`src/rtl/slqt_pkg.sv`:
```
// Package for the STA/LTA quake trigger: payload structs, register indexes,
// field widths and reset values. No dependencies.
package slqt_pkg;

    localparam int SAMPLE_W    = 16;
    localparam int TIME_W      = 63;
    localparam int DEV_SUM_W   = 34;
    localparam int RATIO_W     = 8;
    localparam int THR_W       = 4;
    localparam int HIT_W       = 5;
    localparam int CFG_INDEX_W = 8;
    localparam int CFG_DATA_W  = 8;

    localparam logic [CFG_INDEX_W-1:0] REG_RATIO_Q4          = 8'd0;
    localparam logic [CFG_INDEX_W-1:0] REG_TRIGGER_THRESHOLD = 8'd1;

    localparam logic [RATIO_W-1:0]   RATIO_Q4_RESET  = 8'd48;
    localparam logic [THR_W-1:0]     THRESHOLD_RESET = 4'd3;
    localparam logic [DEV_SUM_W-1:0] DEV_SUM_MAX     = {DEV_SUM_W{1'b1}};

    typedef struct packed {
        logic signed [SAMPLE_W-1:0] sample_z;
        logic [TIME_W-1:0]          time_ms;
    } quake_in_t;

    typedef struct packed {
        logic [TIME_W-1:0]    event_time_ms;
        logic [DEV_SUM_W-1:0] short_dev_sum;
        logic [DEV_SUM_W-1:0] long_dev_sum;
    } quake_out_t;

    // sequencer -> deviation accumulator
    typedef struct packed {
        logic clear;
        logic data_valid;
        logic in_short;
    } dev_ctrl_t;

endpackage

```
`src/rtl/slqt_ratio_cmp.sv`:
```
// Ratio test st*L*16 > lt*S*ratio by shift-and-add over the constant bits.
// Depends on slqt_pkg.
module slqt_ratio_cmp
    import slqt_pkg::*;
#(
    parameter int LONG_WINDOW  = 500,
    parameter int SHORT_WINDOW = 150
) (
    input  logic                 clk,
    input  logic                 rst_n,
    input  logic                 start,
    input  logic [DEV_SUM_W-1:0] st,
    input  logic [DEV_SUM_W-1:0] lt,
    input  logic [RATIO_W-1:0]   ratio,
    output logic                 done,
    output logic                 greater
);

    localparam int SHORT_LEN = (SHORT_WINDOW < LONG_WINDOW) ? SHORT_WINDOW : LONG_WINDOW;
    localparam int CW  = $clog2(LONG_WINDOW + 1);
    localparam int MW  = CW + RATIO_W;
    localparam int PW  = DEV_SUM_W + MW;
    localparam int NW  = $clog2(MW + 1);
    localparam logic [MW-1:0] KL = MW'(LONG_WINDOW * 16);
    localparam logic [MW-1:0] KS = MW'(SHORT_LEN);

    logic          busy_reg;
    logic [NW-1:0] cnt_reg;
    logic [MW-1:0] kl_reg;
    logic [MW-1:0] kr_reg;
    logic [PW-1:0] a_reg;
    logic [PW-1:0] b_reg;
    logic [PW-1:0] lhs_reg;
    logic [PW-1:0] rhs_reg;
    logic          done_reg;
    logic          greater_reg;

    always_ff @(posedge clk or negedge rst_n)
    begin
        if (!rst_n)
        begin
            busy_reg <= 1'b0;
            cnt_reg  <= '0;
            done_reg <= 1'b0;
        end
        else
        begin
            done_reg <= 1'b0;
            if (start)
            begin
                busy_reg <= 1'b1;
                cnt_reg  <= NW'(MW);
            end
            else if (busy_reg)
            begin
                if (cnt_reg == '0)
                begin
                    busy_reg <= 1'b0;
                    done_reg <= 1'b1;
                end
                else
                begin
                    cnt_reg <= cnt_reg - 1'b1;
                end
            end
        end
    end

    always_ff @(posedge clk)
    begin
        if (start)
        begin
            kl_reg  <= KL;
            kr_reg  <= KS * MW'(ratio);
            a_reg   <= PW'(st);
            b_reg   <= PW'(lt);
            lhs_reg <= '0;
            rhs_reg <= '0;
        end
        else if (busy_reg && cnt_reg != '0)
        begin
            if (kl_reg[0])
            begin
                lhs_reg <= lhs_reg + a_reg;
            end
            if (kr_reg[0])
            begin
                rhs_reg <= rhs_reg + b_reg;
            end
            kl_reg <= kl_reg >> 1;
            kr_reg <= kr_reg >> 1;
            a_reg  <= a_reg << 1;
            b_reg  <= b_reg << 1;
        end
        else if (busy_reg)
        begin
            greater_reg <= (lhs_reg > rhs_reg);
        end
    end

    assign done    = done_reg;
    assign greater = greater_reg;

    a_start_idle: assert property (@(posedge clk) disable iff (!rst_n)
        start |-> !busy_reg)
        else $error("ratio compare restarted while busy");

    a_done_after_busy: assert property (@(posedge clk) disable iff (!rst_n)
        done_reg |-> $past(busy_reg) && !busy_reg)
        else $error("compare done without a finished pass");

endmodule

```
`config.mk`:
```
export PLATFORM = sky130hd
export DESIGN_NAME = slqt_ratio_cmp
export DESIGN_NICKNAME = d
export VERILOG_FILES = /design/src/rtl/slqt_pkg.sv /design/src/rtl/slqt_ratio_cmp.sv
export SDC_FILE = /design/constraint.sdc
export NUM_CORES = 1
export LEC_CHECK = 0
export ABC_AREA = 1
export BUFFER_PORTS_ARGS = -buffer_cell sky130_fd_sc_hd__buf_2
export CAP_MARGIN = 5
export CELL_PAD_IN_SITES_DETAIL_PLACEMENT = 0
export CELL_PAD_IN_SITES_GLOBAL_PLACEMENT = 1
export CORE_MARGIN = 10
export CORE_UTILIZATION = 46
export DETAILED_ROUTE_END_ITERATION = 12
export PLACE_DENSITY = 0.9
export SYNTH_ARGS = -nofsm -noshare
export SYNTH_HDL_FRONTEND = slang
export SYNTH_SLANG_ARGS = --single-unit
```
`constraint.sdc`:
```
create_clock -name clk -period 2.3 [get_ports clk]
set_clock_uncertainty 0.05 [all_clocks]
set_input_delay 0.575 -clock clk [delete_from_list [all_inputs] [get_ports clk]]
set_output_delay 0.575 -clock clk [all_outputs]
set_load 0.005 [all_outputs]
```
==> After elaboration in Yosys (flattened, before gate mapping) <==
Index checks and enable logic that the tools add are counted.
{ "word_totals": {"ff_bits": 241, "input_bits": 79, "word_cells": 45, "output_inout_bits": 2} }
{ "op_classes": {"n_reduce_logical": 9, "add_sub_neg": 3, "mul": 1, "eq_ne": 1, "n_lt_le_gt_ge": 1, "bitwise": 2, "muxes": 15} }
{ "ops": {"columns": ["cell", "n"], "rows": [
  ["$mux W34", 4],
  ["$add A51 B51 Y51", 2],
  ["$gt A51 B51 Y1", 1],
  ["$mux W16", 2],
  ["$mul A7 B8 Y15 const A", 1],
  ["$mux W5", 3],
  ["$mux W1", 6],
  ["$reduce_and A2 Y1", 3],
  ["$logic_not A5 Y1", 1],
  ["$reduce_bool A5 Y1", 1],
  ["$sub A5 B1 Y5 const B", 1],
  ["$reduce_bool A2 Y1", 2],
  ["$reduce_and A3 Y1", 1],
  ["$ne A2 B2 Y1 const B", 1],
  ["$not A1 Y1", 2],
  ["$logic_and A1 B1 Y1", 1]
]} }

==> Logic depth before layout (Yosys ltp) <==
Gate-level depths: netlist of the first run.
{ "logic_depth": {"ltp_word": 4, "ltp_mapped": 17} }

==> Least setup slack after synthesis of the first run <==
OpenSTA, ideal clock, no wires.
{ "synth_timing": {"kind": "input port to flip-flop", "from": "input ratio[4]", "to": "register kr_reg[13], data pin", "slack_ps": -1320, "required_ps": 1996, "setup_ps": 254, "path_buffers": 0, "t_arrival_ps": 3316, "cell_stages": 16, "cell_sequence": "ha_1 ha_1 inv_1 fa_1 fa_1 inv_1 ha_1 a21o_1 a21oi_1 o21ai_0 inv_1 nor2_1 nor2_1 nand2_1 nand3_1 nand2_1"} }
{ "synth_via": {"elab_chain_len": 2} }
{ "synth_rtl": {"columns": ["item", "line", "text"], "rows": [
  ["from (decl)", "slqt_ratio_cmp.sv:14", "input logic [RATIO_W-1:0] ratio,"],
  ["$mul A7 B8 Y15", "slqt_ratio_cmp.sv:74", "kr_reg <= KS * MW'(ratio);"],
  ["$mux W16", "slqt_ratio_cmp.sv:71", "if (start)"],
  ["to (signal assigned)", "slqt_ratio_cmp.sv:74", null],
  ["to (signal assigned)", "slqt_ratio_cmp.sv:91", "kr_reg <= kr_reg >> 1;"],
  ["to (decl)", "slqt_ratio_cmp.sv:30", "logic [MW-1:0] kr_reg;"]
]} }
Every way passes these cells.
A chain may end at the register's enable or synchronous reset.

==> Final worst setup path of the first run <==
{ "layout_timing": {"from": "input ratio[4]", "to": "register kr_reg[10], data pin"} }
Same word-level chain as after synthesis.

==> run metrics, run 1 <==
Syn Nets roughly 3400; number of nets in the layout approximately 3700; IO Port Bufs 80; Routed WL 66.76 mm; pin count of the biggest net entering global routing between 100 and 150; cell taking the most area after synthesis nand2_1; clock latency on the worst-skew pair approximately 0.60 ns; layout cells sized above 1 19.89%; Routed wire per std cell approximately 17 µm; sequential element share of the synthesized area 28.04%; commonest non-fill, non-tap cell in the layout nand2_1; initial antenna violation count 0; crit path buf inv count 4; Worst R2R Setup Slack approximately 0.04 ns; Placed Cells 3910; actual slew at the worst max-slew pin 0.6530 ns; commonest cells after routing, fill and taps aside 1041 x nand2_1, 613 x inv_1, 157 x a21oi_1; Via density between 5 and 6; Worst path max stage delay about 0.51 ns; Slew HR 56.46%; Final setup viols 9; reg2reg end lhs_reg[39]$_SDFFE_PP0P_; Final Max Tran Viols 0; H-Tree Depth 1; max-cap violations 0; Post-synth EDFFs 84; Fmax 0.3391 GHz; Most common cell on crit path ha_4; Post-Synthesis Cells roughly 3200; Hold WS between 0.15 and 0.2 ns; met2 wire length roughly 30 mm; Initial Utilization between 40% and 50%; synthesized area about 20000 µm²; gr usage total approximately 24%; Startpoint Class input pin; leading post-synthesis cells by cell area nand2_1 20%, dfxtp_1 15%, edfxtp_1 12%; violated checks negative setup slack; average cell area after synthesis approximately 6.4 µm²; HPWL after DPL around 52 mm; vias approximately 20000; highest routed layer met4; die area 53000 µm²; VDD IR max 0.6328 mV; Synth top area share between 20% and 30%; CTS tree built; drt drc 0; Initial DRC Count about 1700; Reg clk slew, reported paths 0.07 ns; FF-to-FF path depth 12; CTS Buf Count 31; non-filler cells, final 3994; # IOs 81; Layout area overhead 23.94%; FP Rows 76; result of the run finished, violations left; worst hold path stage count 3; setup ws final -0.6491 ns; WL met3 3.895 mm; CP arrival ~3.3 ns; CP required 2.61 ns; Netlist cell types 47; RePlAce Congestion around 0.98; RSZ-0062 raised after global routing yes; predominant post-synthesis flop cell dfxtp_1; minimum clock period after layout 2.949 ns; power density over cell area about 670 nW/µm²; CTS Sinks between 200 and 250; hold endpoint a_reg[23]$_DFFE_PP_; synthesized flop and latch total around 240; Final Cycle Share 128.2%; crit-path cells buf_8 -> ha_4 -> ha_4 -> inv_2 -> fa_1 -> fa_1 -> inv_2 -> ha_4 -> nand2_2 -> o21ai_2 -> a21oi_4 -> buf_4 -> xnor2_1 -> a22o_1; LEAKAGE 13.11 nW; Async SR Flop Fraction about 2.9%; slowest CP cell fa_1; Root Driver clkbuf_16; Worst R2R Start a_reg[22]$_DFFE_PP_; Hold Path Origin st[23]; Critical Path Fanout Max 4; Crit. End Element register; Hold Fails Final Rpt 0; grt total ovfl 0; Placeable Area ~43000 µm²; vias in the first global route 18870; Top delay family on crit path adder cells; chip width ~230 µm; worst min path class input pin to register; ANT nets after route 0; first-pass GRT wire length 102.9 mm; Die Height around 230 µm; first drt pass iteration count 5; WS Path Type input pin to register; Longest Clk Path Bufs 3; Inserted Diodes 0; YS warnings 0; M1 wire length between 30 and 40 mm
-- power by group --
group | switching [mW] | total, mW | leakage, nW | internal (mW)
logic | 3.63 | 6.25 | 10.4 | 2.62
registers | 0.512 | 5.58 | 2.23 | 5.07
clock network | 2.14 | 5.06 | 0.519 | 2.91
total | 6.29 | 16.9 | 13.1 | 10.6
-- worst max-delay path by stage --
stage	depth (start not counted)	endpoint	startpoint	slack (ns)
final	14	kr_reg[10]$_DFFE_PP_	ratio[4]	-0.65
after global routing	15	kr_reg[12]$_DFFE_PP_	ratio[4]	-0.74
after CTS	17	kr_reg[13]$_DFFE_PP_	ratio[4]	-0.62
after detailed placement	17	kr_reg[13]$_DFFE_PP_	ratio[4]	-1.29
after global placement	17	kr_reg[13]$_DFFE_PP_	ratio[4]	-1.28
after floorplan	16	kr_reg[13]$_DFFE_PP_	ratio[4]	-1.04
-- cell usage after synthesis, drive strengths merged (7+ instances only) --
| library cell | count |
|---|---|
| nand2 | 1119 |
| nand3 | 153 |
| xnor2 | 16 |
| clkbuf | 30 |
| nor2 | 213 |
| buf | 28 |
| a22o | 8 |
| o21ai | 94 |
| edfxtp | 84 |
| nand4 | 32 |
| inv | 650 |
| o22ai | 38 |
| o21a | 31 |
| xor2 | 33 |
| dfrtp | 7 |
| ha | 189 |
| nor3 | 35 |
| o21bai | 28 |
| fa | 9 |
| a21oi | 174 |
| dfxtp | 150 |
-- area by class of cell --
cell class,instances,area [µm²]
Clock inverter,23,241.5
Fill cell,4176,18170
Inverter,650,2445
Timing Repair Buffer,248,1864
Sequential cell,241,5703
Multi-Input combinational cell,2212,13400
Clock buffer,35,810.8
Tap cell,585,732.0
-- per-layer routing --
metal	track usage (%)	vias to the layer above
met4	6.023	0
met1	33.70	9330
met2	38.43	573
li1	-	10370
met5	0	-
met3	2.733	96
-- kinds of logic (layout without fill, tap and decap cells) --
kind of cell | after synthesis | after routing | synth area share (%)
compound gates | 399 | 399 | 11.29
xor+xnor | 49 | 49 | 2.111
fa+ha+maj | 198 | 198 | 12.52
buf+inv | 708 | 956 | 13.40
flops | 241 | 241 | 28.04
simple gates | 1566 | 1566 | 32.64
-- tightest hold or removal path: stages --
cell	delay [ns]
buf_2	0.07
nand2_1	0.04
nand2_1	0.05
-- repair_timing --
action	CTS	global route
endpoints found under the setup margin	22	104
pin swaps	34	31
resized for setup	41	234
setup buffers	6	20
hold buffers	1	0
hold endpoints to repair	7	0
-- stage by stage --
stage	util (%)	instance area, µm²	TNS (ns)	total power [mW]	worst slack, ns
after global placement	52.03	22560	-11.44	10.79	-1.276
after detailed placement	52.03	22560	-11.72	10.90	-1.285
final	58.11	25200	-4.639	16.89	-0.6491
after floorplan	-	20510	-7.588	8.955	-1.036
after CTS	54.94	23820	-4.295	16.14	-0.6244
after global routing	58.11	25200	-5.507	17.89	-0.7431
No activity file was read; power rests on OpenSTA's default activity.
==> inputs of run 2 (changes only) <==
Settings changed: SKIP_LAST_GASP set to 1.
==> run metrics, run 2 (synthesis gave the netlist of run 1 again) <==
Critical Path Fanout Max 4; Slew HR ~56%; drt drc 0; die area between 50000 and 60000 µm²; non-filler cells, final between 3000 and 4000; Final Max Tran Viols 0; fillcell total between 4000 and 5000; Via density between 5 and 6; gr usage total 24.02%; Final Util between 50 and 60%; P_sw approximately 6.3 mW; Int Power between 10 and 15 mW; Hold WS about 0.19 ns; WS Path Type input pin to register; GR Util met3 around 2.7%; CP arrival 3.25 ns; first drt pass iteration count 7; total power 16.90 mW; layout cells sized above 1 about a fifth; M1 GR Usage between 30% and 40%; vias in the first global route ~19000; Placeable Area around 43000 µm²; VDD IR max ~0.63 mV; number of nets in the layout approximately 3700; Fmax ~0.34 GHz; grt total ovfl 0; RSZ-0062 raised after global routing yes; setup ws final -0.6437 ns; Reg area ~5700 µm²; CTS Sinks 241; Comb pwr share 37.1%; max-cap violations 0; Critical path origin ratio[4]; Longest Clk Path Bufs 3; Reg clk slew, reported paths around 0.06 ns; power density over cell area 671.1 nW/µm²; Sw Ratio a little under two fifths; clock latency on the worst-skew pair about 0.6 ns; CP required between 2 and 3 ns; result of the run finished, violations left; commonest cells after routing, fill and taps aside 1042 x nand2_1, 613 x inv_1, 158 x a21oi_1; Sum Neg Setup Slack -4.707 ns; first-pass GRT wire length a little over 100 mm; pin count of the biggest net entering global routing roughly 130; Placed Cells 3910; Hold Path Origin lt[0]; Final setup viols 10; chip width around 230 µm; placed instance area approximately 23000 µm²; Sequential Power Share between 30 and 40%; area of the multi-input gates about 13000 µm²; minimum clock period after layout ~2.9 ns; CTS Buf Count 31; actual slew at the worst max-slew pin 0.6605 ns; Hold Fails Final Rpt 0; Crit. End Element register; H-Tree Depth 1; HPWL after DPL between 50 and 60 mm; GR peak layer met2; Root Driver clkbuf_16; Worst R2R Start a_reg[22]$_DFFE_PP_; Initial DRC Count about 1700; violated checks negative setup slack; Initial Utilization a little under half; FP Rows 76; met2 GRT Util 38.43%; CTS tree built; Startpoint Class input pin; Layout area overhead 23.88%; LEAKAGE between 10 and 15 nW; RePlAce Congestion between 0.9 and 1; Non-Filler Cell Area, Final around 25000 µm²; dpl ws -1.285 ns; initial antenna violation count 0; Inserted Diodes 0; Final Cycle Share 128.0%; Routed WL 66.74 mm; # IOs 81; Clk pwr share between 20 and 30%; vias 20380; Routed wire per std cell roughly 17 µm; worst min path class input pin to register; IO Port Bufs 80; ANT nets after route 0; commonest non-fill, non-tap cell in the layout nand2_1; Die Height roughly 230 µm
run 2: cell type report:
| class | instances | share of cell area, % |
|---|---|---|
| Clock buffer | 35 | 3.220 |
| Clock inverter | 23 | 0.9589 |
| Inverter | 650 | 9.708 |
| Multi-Input combinational cell | 2212 | 53.10 |
| Sequential cell | 241 | 22.65 |
| Tap cell | 585 | 2.907 |
| Timing Repair Buffer | 250 | 7.463 |
run 2: worst max-delay path, stage by stage:
cell and delay, ns:
buf_8 0.10, ha_4 0.23, ha_4 0.26, inv_2 0.03, fa_1 0.45, fa_1 0.51
inv_2 0.05, ha_4 0.27, nand2_2 0.08, o21ai_2 0.15, a21oi_2 0.07, buf_4 0.15
o21ai_2 0.14, nand2_1 0.07, nand2_1 0.07, o21ai_2 0.05
run 2: power by group through the flow:
| stage | Combinational, mW | Sequential, mW | Clock [mW] |
|---|---|---|---|
| CTS | 5.55 | 5.44 | 5.14 |
| floorplan | 3.60 | 5.36 | 0 |
| global placement | 5.27 | 5.52 | 0 |
| global route | 6.92 | 5.63 | 5.34 |
| detailed placement | 5.38 | 5.52 | 0 |
| finish | 6.27 | 5.58 | 5.06 |
run 2: final timing paths:
kind                                             to  slack [ns]  depth (start not counted)
max                            kr_reg[14]$_DFFE_PP_       -0.64                         16
min reg2reg                  kr_reg[0]$_SDFFE_PP0P_        0.40                          2
min in group asynchronous            done$_DFF_PN0_        0.28                          2
max reg2reg                lhs_reg[39]$_SDFFE_PP0P_        0.05                         12
max in group asynchronous    cnt_reg[0]$_DFFE_PN0P_        1.76                          2
min                          b_reg[0]$_SDFFCE_PN0P_        0.19                          3
run 2: what timing repair did:
action | in CTS | in global routing
hold buffers | 1 | 0
hold endpoints to repair | 7 | 0
setup buffers | 6 | 22
setup endpoints to repair | 22 | 104
gates resized for setup | 40 | 231
pin swaps | 33 | 40
run 2: metal layers:
layer / routed length, µm / vias to the layer above
met4: 1954 / 0
met5: 0 / -
li1: - / 10370
met2: 29690 / 585
met3: 3682 / 88
met1: 31410 / 9336
