**config.mk**
```make
export PLATFORM = sky130hd
export DESIGN_NAME = slqt_dev_acc
export DESIGN_NICKNAME = d
export VERILOG_FILES = /design/src/rtl/slqt_pkg.sv /design/src/rtl/slqt_dev_acc.sv
export SDC_FILE = /design/constraint.sdc
export NUM_CORES = 1
export LEC_CHECK = 0
export BUFFER_PORTS_ARGS = -buffer_cell sky130_fd_sc_hd__clkbuf_2
export CAP_MARGIN = 20
export CELL_PAD_IN_SITES_DETAIL_PLACEMENT = 2
export CELL_PAD_IN_SITES_GLOBAL_PLACEMENT = 2
export CORE_ASPECT_RATIO = 1.75
export CORE_UTILIZATION = 33
export DETAILED_ROUTE_END_ITERATION = 7
export PLACE_DENSITY_LB_ADDON = 0.1
export SLEW_MARGIN = 20
export SYNTH_ARGS = -nofsm -noshare
export SYNTH_HDL_FRONTEND = slang
export SYNTH_SLANG_ARGS = --single-unit
```
**constraint.sdc**
```tcl
create_clock -name clk -period 3.08 [get_ports clk]
set_input_delay 0.154 -clock clk [delete_from_list [all_inputs] [get_ports clk]]
set_output_delay 0.154 -clock clk [all_outputs]
set_load 0.005 [all_outputs]
```
**src/rtl/slqt_pkg.sv**
```systemverilog
// Package for the STA/LTA quake trigger: payload structs, register indexes,
// field widths and reset values. No dependencies.
package slqt_pkg;

    localparam int SAMPLE_W    = 16;
    localparam int TIME_W      = 63;
    localparam int DEV_SUM_W   = 34;
    localparam int RATIO_W     = 8;
    localparam int THR_W       = 4;
    localparam int HIT_W       = 5;
    localparam int CFG_INDEX_W = 8;
    localparam int CFG_DATA_W  = 8;

    localparam logic [CFG_INDEX_W-1:0] REG_RATIO_Q4          = 8'd0;
    localparam logic [CFG_INDEX_W-1:0] REG_TRIGGER_THRESHOLD = 8'd1;

    localparam logic [RATIO_W-1:0]   RATIO_Q4_RESET  = 8'd48;
    localparam logic [THR_W-1:0]     THRESHOLD_RESET = 4'd3;
    localparam logic [DEV_SUM_W-1:0] DEV_SUM_MAX     = {DEV_SUM_W{1'b1}};

    typedef struct packed {
        logic signed [SAMPLE_W-1:0] sample_z;
        logic [TIME_W-1:0]          time_ms;
    } quake_in_t;

    typedef struct packed {
        logic [TIME_W-1:0]    event_time_ms;
        logic [DEV_SUM_W-1:0] short_dev_sum;
        logic [DEV_SUM_W-1:0] long_dev_sum;
    } quake_out_t;

    // sequencer -> deviation accumulator
    typedef struct packed {
        logic clear;
        logic data_valid;
        logic in_short;
    } dev_ctrl_t;

endpackage

```
**src/rtl/slqt_dev_acc.sv**
```systemverilog
// Deviation unit: |L*z - window_sum| per ring entry, saturating long and
// short accumulators. Depends on slqt_pkg.
module slqt_dev_acc
    import slqt_pkg::*;
#(
    parameter int LONG_WINDOW = 500,
    parameter int SUM_W       = 25
) (
    input  logic                    clk,
    input  logic                    rst_n,
    input  dev_ctrl_t               ctrl,
    input  logic [SAMPLE_W-1:0]     rd_data,
    input  logic signed [SUM_W-1:0] window_sum,
    output logic                    busy,
    output logic [DEV_SUM_W-1:0]    short_sum,
    output logic [DEV_SUM_W-1:0]    long_sum
);

    localparam int DEV_W = SUM_W + 1;
    localparam int ACC_W = ((DEV_W > DEV_SUM_W) ? DEV_W : DEV_SUM_W) + 1;
    localparam logic signed [DEV_W-1:0] L_S = DEV_W'(LONG_WINDOW);

    logic signed [DEV_W-1:0] z_ext;
    logic signed [DEV_W-1:0] sum_ext;
    logic signed [DEV_W-1:0] lz;
    logic signed [DEV_W-1:0] diff;
    logic [DEV_W-1:0]        dev_abs;

    logic [DEV_W-1:0]     dev_reg;
    logic                 dev_vld_reg;
    logic                 dev_short_reg;
    logic [DEV_SUM_W-1:0] long_acc_reg, long_acc_next;
    logic [DEV_SUM_W-1:0] short_acc_reg, short_acc_next;
    logic [ACC_W-1:0]     long_add;
    logic [ACC_W-1:0]     short_add;

    always_comb
    begin
        z_ext   = {{(DEV_W-SAMPLE_W){rd_data[SAMPLE_W-1]}}, rd_data};
        sum_ext = {window_sum[SUM_W-1], window_sum};
        lz      = z_ext * L_S;
        diff    = lz - sum_ext;
        dev_abs = diff[DEV_W-1] ? DEV_W'(-diff) : DEV_W'(diff);
    end

    always_ff @(posedge clk or negedge rst_n)
    begin
        if (!rst_n)
        begin
            dev_vld_reg   <= 1'b0;
            dev_short_reg <= 1'b0;
        end
        else
        begin
            dev_vld_reg   <= ctrl.data_valid;
            dev_short_reg <= ctrl.in_short;
        end
    end

    always_ff @(posedge clk)
    begin
        dev_reg <= dev_abs;
    end

    // terms are never negative, so clamping at each step equals clamping at the end
    always_comb
    begin
        long_add       = ACC_W'(long_acc_reg) + ACC_W'(dev_reg);
        short_add      = ACC_W'(short_acc_reg) + ACC_W'(dev_reg);
        long_acc_next  = long_acc_reg;
        short_acc_next = short_acc_reg;
        if (ctrl.clear)
        begin
            long_acc_next  = '0;
            short_acc_next = '0;
        end
        else if (dev_vld_reg)
        begin
            long_acc_next = (long_add[ACC_W-1:DEV_SUM_W] != '0) ? DEV_SUM_MAX
                                                                : long_add[DEV_SUM_W-1:0];
            if (dev_short_reg)
            begin
                short_acc_next = (short_add[ACC_W-1:DEV_SUM_W] != '0)
                                 ? DEV_SUM_MAX : short_add[DEV_SUM_W-1:0];
            end
        end
    end

    always_ff @(posedge clk or negedge rst_n)
    begin
        if (!rst_n)
        begin
            long_acc_reg  <= '0;
            short_acc_reg <= '0;
        end
        else
        begin
            long_acc_reg  <= long_acc_next;
            short_acc_reg <= short_acc_next;
        end
    end

    assign busy      = dev_vld_reg;
    assign long_sum  = long_acc_reg;
    assign short_sum = short_acc_reg;

endmodule

```
# Word level (Yosys, flattened, before mapping)
# Index checks and enable logic that the tools add are counted.
[word_totals]
reg_bits = 96
in_bits = 46
out_inout_bits = 69
wordCells = 22
[op_classes]
addsub = 4
n_mul = 1
mux = 8
reduce_logical = 3
[ops]
columns = ["operator", "count"]
rows = [
  ["$mux 34", 7],
  ["$add 34x26->35", 2],
  ["$neg 26->26", 1],
  ["$sub 26x25->26", 1],
  ["$mux 25", 1],
  ["$mul 16x8->24 const B", 1],
  ["$reduce_bool 2->1", 2],
  ["$reduce_and 2->1", 1],
]

# Depth between registers and ports, before layout
# Gate-level depths: netlist of the first run.
[depth]
word_depth = 5
mapped_depth = 31
mapped_depth_nobuf = 30

# Worst setup path before layout of the first run
# No wires, ideal clock.
[synth_path]
path_type = "input port to flip-flop"
startpoint = "input port rd_data[5]"
endpoint = "register dev_reg[24]"
setup_ps = 72
t_arrival_ps = 6147
t_required_ps = 3008
path_slack_ps = -3139
stages = 29
n_path_buf = 1
cell_sequence = "inv_1 > fa_1 > fa_1 > inv_1 > fa_1 > inv_1 > fa_1 > inv_1 > ha_1 > nand3_1 > o211ai_1 > o41ai_2 > nor2b_1 > o21a_1 > o21ai_0 > nand2b_1 > a21oi_1 > xnor2_1 > ha_1 > clkbuf_1 > nand3_1 > or3_1 > nor3_1 > nor4_1 > nand3b_1 > nor3_1 > nand2_1 > o31ai_4 > xnor2_1"
[synth_between]
elab_chain_len = 4
[synth_lines]
columns = ["element", "line_no", "text"]
rows = [
  ["from (decl)", "slqt_dev_acc.sv:12", "input logic [SAMPLE_W-1:0] rd_data,"],
  ["$mul 16x8->24 (*)", "slqt_dev_acc.sv:41", "lz = z_ext * L_S;"],
  ["$sub 26x25->26 (*)", "slqt_dev_acc.sv:42", "diff = lz - sum_ext;"],
  ["$neg 26->26", "slqt_dev_acc.sv:43", "dev_abs = diff[DEV_W-1] ? DEV_W'(-diff) : DEV_W'(diff);"],
  ["$mux 25 (*)", "slqt_dev_acc.sv:43", ""],
  ["named net dev_abs[24]", "slqt_dev_acc.sv:27", "logic [DEV_W-1:0] dev_abs;"],
  ["to (signal assigned)", "slqt_dev_acc.sv:62", "dev_reg <= dev_abs;"],
  ["to (decl)", "slqt_dev_acc.sv:29", "logic [DEV_W-1:0] dev_reg;"],
]
# The timed path passes the listed nets; every way through them passes the cells marked *.
# A chain may end at the register's enable or synchronous reset.

# Final worst setup path of the first run
[layout_path]
startpoint = "input port rd_data[5]"
endpoint = "register dev_reg[5]"
[layout_between]
elab_chain_len = 3
[layout_lines]
columns = ["element", "line_no"]
rows = [
  ["$mul 16x8->24", "slqt_dev_acc.sv:41"],
  ["$sub 26x25->26", "slqt_dev_acc.sv:42"],
  ["$mux 25", "slqt_dev_acc.sv:43"],
  ["named net dev_abs[5]", "slqt_dev_acc.sv:27"],
]
# The timed path passes the listed nets, and every way through them passes these cells.

==> results of run 1 <==
## routing by layer
layer / wire [um] / share of wire, % / track usage, % / vias to the layer above
met5: 0 / 0 / 0 / -
met4: 2050 / 4.7 / 10.2 / 0
met3: 508 / 1.2 / 1.31 / 88
met2: 26900 / 61 / 53.9 / 176
met1: 14500 / 33 / 21.1 / 5695
li1: - / - / - / 5335
## cells in the final DEF (no fill, tap or decap), drive strengths merged, types with 17 or more instances in the layout
master	Yosys	final
buf	4	278
inv	210	208
ha	138	138
nor2	129	129
clkbuf	34	127
a21oi	89	89
xnor2	81	81
nand2	80	80
dfrtp	70	70
fa	60	60
o21ai	46	46
nor3	44	44
a21o	34	34
xor2	30	30
nand3	29	29
dfxtp	26	26
a311oi	26	26
o22ai	18	18
o21a	17	17
and3	17	17
o21bai	17	17
## stage by stage
| stage | instance area [um^2] | TNS [ns] |
|---|---|---|
| after global placement | 14100 | -85.44 |
| final | 15500 | -75.71 |
| after detailed placement | 14100 | -97.36 |
| after global routing | 15500 | -82.93 |
| after floorplan | 11200 | -67.08 |
| after CTS | 14900 | -72.95 |
## path summary, 6_finish.rpt
check	endpoint	slack, ns	depth (start not counted)
setup / recovery	dev_reg[5]	-3.14	31
hold / removal	dev_reg[0]	0.05	2
setup reg to reg	long_sum[30]	-0.07	15
hold reg to reg	short_sum[30]	0.55	1
max in group asynchronous	long_sum[25]	1.95	3
min in group asynchronous	short_sum[5]	0.38	2
## repair_timing
action                                  in CTS  in global routing
cloned                                       1                  5
buffers inserted                            13                 15
pin swaps                                   44                 57
endpoints found under the hold margin       50                  0
endpoints found under the setup margin      86                 86
hold buffers                                 3                  0
gates resized for setup                     82                 99
## cell families after synthesis
group,after synthesis
xor gates and xnor gates,111
DFF,96
buffers and inverters,248
adders and majority gates,198
and+or+nand+nor,362
muxes,6
AOI/OAI and AO/OA,325
## final cells by class
| type | count | area, um^2 | share of cell area [%] |
|---|---|---|---|
| well taps | 405 | 507 | 3.26 |
| multi-input cells | 1002 | 8730 | 56.2 |
| inverters | 210 | 796 | 5.12 |
| clock buffers | 12 | 268 | 1.72 |
| clock inverters | 4 | 50.0 | 0.322 |
| flip-flops and latches | 96 | 2280 | 14.6 |
| repair buffers | 396 | 2910 | 18.7 |
==> results.yml, run 1 <==
synth:
  ys_ff_latch: 96
  syn_area_mm2: 0.0111
  synth_top_family_by_area: "adder cells"
  yosys_warnings: 0
  synth_top_area_cell: "dfrtp_1"
  postSynth.asyncResetShare_pct: 72.9
  synth-adder-area-share_pct: 26.4
  synthTopCellsByCount: "inv_1 (210), ha_1 (138), nor2_1 (128)"
  synth_edf_count: 0
  synth-xor-area-share_pct: 8.82
  yosys-top-cells-area: "dfrtp_1 (16%), ha_1 (16%), fa_1 (11%), inv_1 (7.1%), xnor2_1 (6.3%)"
  yosysTopAreaCellShare_pct: 15.8
  synth_sequential_area_ratio_pct: 20.5
  synthFlopType: "dfrtp_1"
  synth-simple-area-share_pct: 15.2
  synth_nets: 1590
  synth.most_common_cell: "inv_1"
  synth_compound_area_share_pct: 20.1
  muxShareOfSynthArea_pct: 0.541
  netlist_instances: 1346
  yosysUniqueCellTypes: 74
  syn_area_per_cell_um2: 8.25
place:
  dpl.cell_count: 2080
  dp.final_hpwl_um: 33500
  gp_congestion: 0.831
  io_buffers: 114
  pre_cts_ws_ns: -3.69
timing:
  hold_slack_ns: 0.0493
  worst_pin_slew_ns: 0.748
  maxSlewHeadroom_pct: 50.1
  rsz0062_at_grt: "true"
  fmax_mhz: 161
  setup_viol: 34
  hold_viol_final: 0
  finalCritPeriodShare_pct: 202
  layout_setup_ws_ns: -3.14
  fin_skew_ns: 0.00741
  min_period_ns: 6.22
  slew_viol_final: 0
route:
  wirelength_um: 44000
  drt_iter0_drc: 247
  ant_nets: 0
  drc: 0
  drt_pre_antenna_iters: 4
  wl_per_cell_um: 20.7
  via_per_inst: 5.31
  via_count: 11300
outcome:
  status: "finished with violations"
  violations: "negative setup slack"
global_route:
  grt_pass1_vias: 13100
  grt.overflow.total: 0
  grt_pass1_wl_um: 65100
  grt_max_degree: 51
  track_usage_pct: 24.2
  antenna_found_initial: 0
finish:
  fin_nets: 1959
  syn2layout_area_growth_pct: 39.9
  diodes: 0
  num-fill-cells: 3680
  finalNonFillerCells: 2125
  layout-drive-gt1-share_pct: 32.3
  utilization_pct: 47.0
clock_network:
  clkLatencyLatePin_ns: 0.37
  numClockSinks: 96
  htreeDepth: 3
  root_buffer: "clkbuf_16"
  clkTransAtPathRegs_ns: 0.07
  tritoncts: "yes"
  clockBufferDepth: 2
  cts_made_buffers: 9
floorplanning:
  rows: 88
  start_util_pct: 33.6
  fp.dieArea_mm2: 0.0344
  core-area_mm2: 0.0330
  pin_count: 115
  dieWidth_um: 141
  fp.dieH_um: 245
worst_setup_path:
  cp_common_cell: "fa_1"
  max_stage_delay_ns: 0.53
  slowest_stage: "fa_1"
  path_max_fanout: 5
  crit_family: "adder cells"
  cp_data_required_time_ns: 3.37
  crit_buf_inv: 8
  crit_start: "rd_data[5]"
  crit_path_start_kind: "primary input"
  criticalPathCategory: "primary input to register"
  worstPathArrival_ns: 6.51
  cp-end-kind: "register"
  r2r_start: "long_sum[0]"
min_path:
  holdCritPathClass: "primary input to register"
  hp-start: "window_sum[0]"
flow_run:
  cap_violations: 0
Power of run 1 is not shown: default switching activity piles up to over one toggle a cycle in this logic, so the estimate is an artifact.
==> run 2: changes to the inputs <==
--- a/config.mk
+++ b/config.mk
@@ -7,12 +7,10 @@
 export LEC_CHECK = 0
 export BUFFER_PORTS_ARGS = -buffer_cell sky130_fd_sc_hd__clkbuf_2
 export CAP_MARGIN = 20
-export CELL_PAD_IN_SITES_DETAIL_PLACEMENT = 2
-export CELL_PAD_IN_SITES_GLOBAL_PLACEMENT = 2
 export CORE_ASPECT_RATIO = 1.75
-export CORE_UTILIZATION = 33
+export CORE_UTILIZATION = 52
 export DETAILED_ROUTE_END_ITERATION = 7
-export PLACE_DENSITY_LB_ADDON = 0.1
+export PLACE_DENSITY = 0.75
 export SLEW_MARGIN = 20
 export SYNTH_ARGS = -nofsm -noshare
 export SYNTH_HDL_FRONTEND = slang
==> run 2 against run 1 <==
Net effect:
- the run still ends with negative setup slack left
- highest routed layer unchanged
- critical path type unchanged
- largest cell class unchanged
- register-to-register slack better by 0.13 ns
- sequential share of layout area up 1.1 points
- clock-buffer cell count down 3
- critical endpoint unchanged
==> results.yml, run 2 (synthesized netlist as in run 1, its figures left out) <==
timing:
  setup_viol: 25
  hold_viol_final: 0
  fmax_mhz: 175
  fin_skew_ns: 0.00994
  layout_setup_ws_ns: -2.65
  rsz0062_at_grt: "true"
  slew_viol_final: 0
  finalCritPeriodShare_pct: 186
  worst_pin_slew_ns: 0.899
  hold_slack_ns: 0.0959
  maxSlewHeadroom_pct: 40.0
  min_period_ns: 5.73
worst_setup_path:
  worstPathArrival_ns: 6.02
  max_stage_delay_ns: 0.52
  cp-end-kind: "register"
  r2r_start: "long_sum[0]"
  crit_path_start_kind: "primary input"
  r2r-end: "long_sum[10]"
  crit_family: "adder cells"
  cp_data_required_time_ns: 3.37
  reg2reg_depth: 13
  criticalPathCategory: "primary input to register"
  slowest_stage: "fa_1"
  cp_common_cell: "fa_1"
  path_max_fanout: 6
  rrSetupSlack_ns: 0.06
  crit_buf_inv: 7
finish:
  fin_nets: 1921
  syn2layout_area_growth_pct: 30.3
  finalNonFillerCells: 1934
  final_common_cell: "buf_4"
  num-fill-cells: 1626
  diodes: 0
  layout-drive-gt1-share_pct: 27.3
  final_cell_mix: "buf_4 (232), inv_1 (204), ha_1 (132)"
clock_network:
  numClockSinks: 96
  clkTransAtPathRegs_ns: 0.07
  cts_made_buffers: 9
  root_buffer: "clkbuf_16"
  tritoncts: "yes"
  htreeDepth: 3
  clkLatencyLatePin_ns: 0.36
  clockBufferDepth: 2
route:
  via_per_inst: 5.53
  wl_per_cell_um: 15.4
  via_count: 10700
  wirelength_um: 29900
  drt_pre_antenna_iters: 5
  drc: 0
  ant_nets: 0
  drt_iter0_drc: 555
global_route:
  track_usage_pct: 27.1
  grt_max_degree: 58
  grt_pass1_wl_um: 48000
  antenna_found_initial: 0
  grt_pass1_vias: 10700
  grt.overflow.total: 0
place:
  pre_cts_ws_ns: -3.12
  dp.final_hpwl_um: 24000
  io_buffers: 114
  dpl.cell_count: 1899
  gp_congestion: 0.933
floorplanning:
  fp.dieH_um: 195
  pin_count: 115
  core-area_mm2: 0.0209
  start_util_pct: 53.1
  fp.dieArea_mm2: 0.0220
  rows: 70
  dieWidth_um: 112
min_path:
  hold_end: "dev_reg[1]"
  holdCritPathClass: "primary input to register"
  hp-start: "window_sum[0]"
  hold_depth: 3
outcome:
  violations: "negative setup slack"
  status: "finished with violations"
flow_run:
  cap_violations: 0
run 2: changes by cell type in the layout (fill, tap and decap cells not counted), sizes merged:
cell / before / now
buf: 278 / 241
clkbuf: 127 / 122
clkinv: 1 / 4
clkinvlp: 4 / 3
dlygate4sd3: 3 / 4
inv: 208 / 209
run 2: metrics by stage:
stage | instance area (um^2) | TNS (ns) | utilization (%)
final | 14500 | -63.80 | 69.1
after CTS | 14100 | -64.82 | 67.5
after global placement | 13700 | -79.60 | 65.3
after global routing | 14500 | -71.24 | 69.1
after floorplan | 11200 | -67.08 | -
after detailed placement | 13700 | -84.65 | 65.3
run 2: worst max-delay path by stage:
| stage | from | endpoint | cells past startpoint |
|---|---|---|---|
| 3_3_place_gp | rd_data[6] | dev_reg[11] | 29 |
| 4_1_cts | rd_data[6] | dev_reg[11] | 29 |
| 5_1_grt | rd_data[6] | dev_reg[25] | 29 |
| 3_5_place_dp | rd_data[6] | dev_reg[11] | 27 |
| 2_1_floorplan | rd_data[6] | dev_reg[3] | 29 |
| 6_report | rd_data[6] | dev_reg[5] | 30 |
run 2: cell type report:
class	count	area (um^2)	area share [%]
inverters	210	796	5.50
flip-flops and latches	96	2280	15.7
clock buffers	9	225	1.56
repair buffers	358	2520	17.4
well taps	252	315	2.18
clock inverters	7	71.3	0.493
multi-input cells	1002	8270	57.1
run 2: what timing repair did:
item	4_1_cts	5_1_grt
pin swaps	7	36
buffers inserted	3	10
hold buffers	4	0
gates cloned	0	2
gates resized for setup	24	53
setup endpoints to repair	74	82
endpoints found under the hold margin	33	0
run 2: per-layer routing:
| layer | vias to the layer above | routed length (um) | share of wire, % | GRT usage, % |
|---|---|---|---|---|
| li1 | 5281 | - | - | - |
| met1 | 5084 | 11100 | 37 | 27.2 |
| met2 | 257 | 16800 | 56 | 55.0 |
| met3 | 71 | 738 | 2.5 | 1.80 |
| met4 | 0 | 1270 | 4.3 | 13.5 |
| met5 | - | 0 | 0 | 0 |
run 2: worst reg2reg max path, cell delays in order, from the launching register on:
cell	delay (ns)
dfrtp_1	0.38
ha_4	0.15
inv_2	0.04
fa_2	0.38
nor2b_2	0.13
o21ai_2	0.08
a21boi_2	0.21
o41ai_4	0.13
o311ai_4	0.38
a311o_1	0.28
nand3_2	0.12
buf_8	0.17
clkbuf_16	0.17
a311oi_1	0.29
Power of run 2 is left out for the same reason.
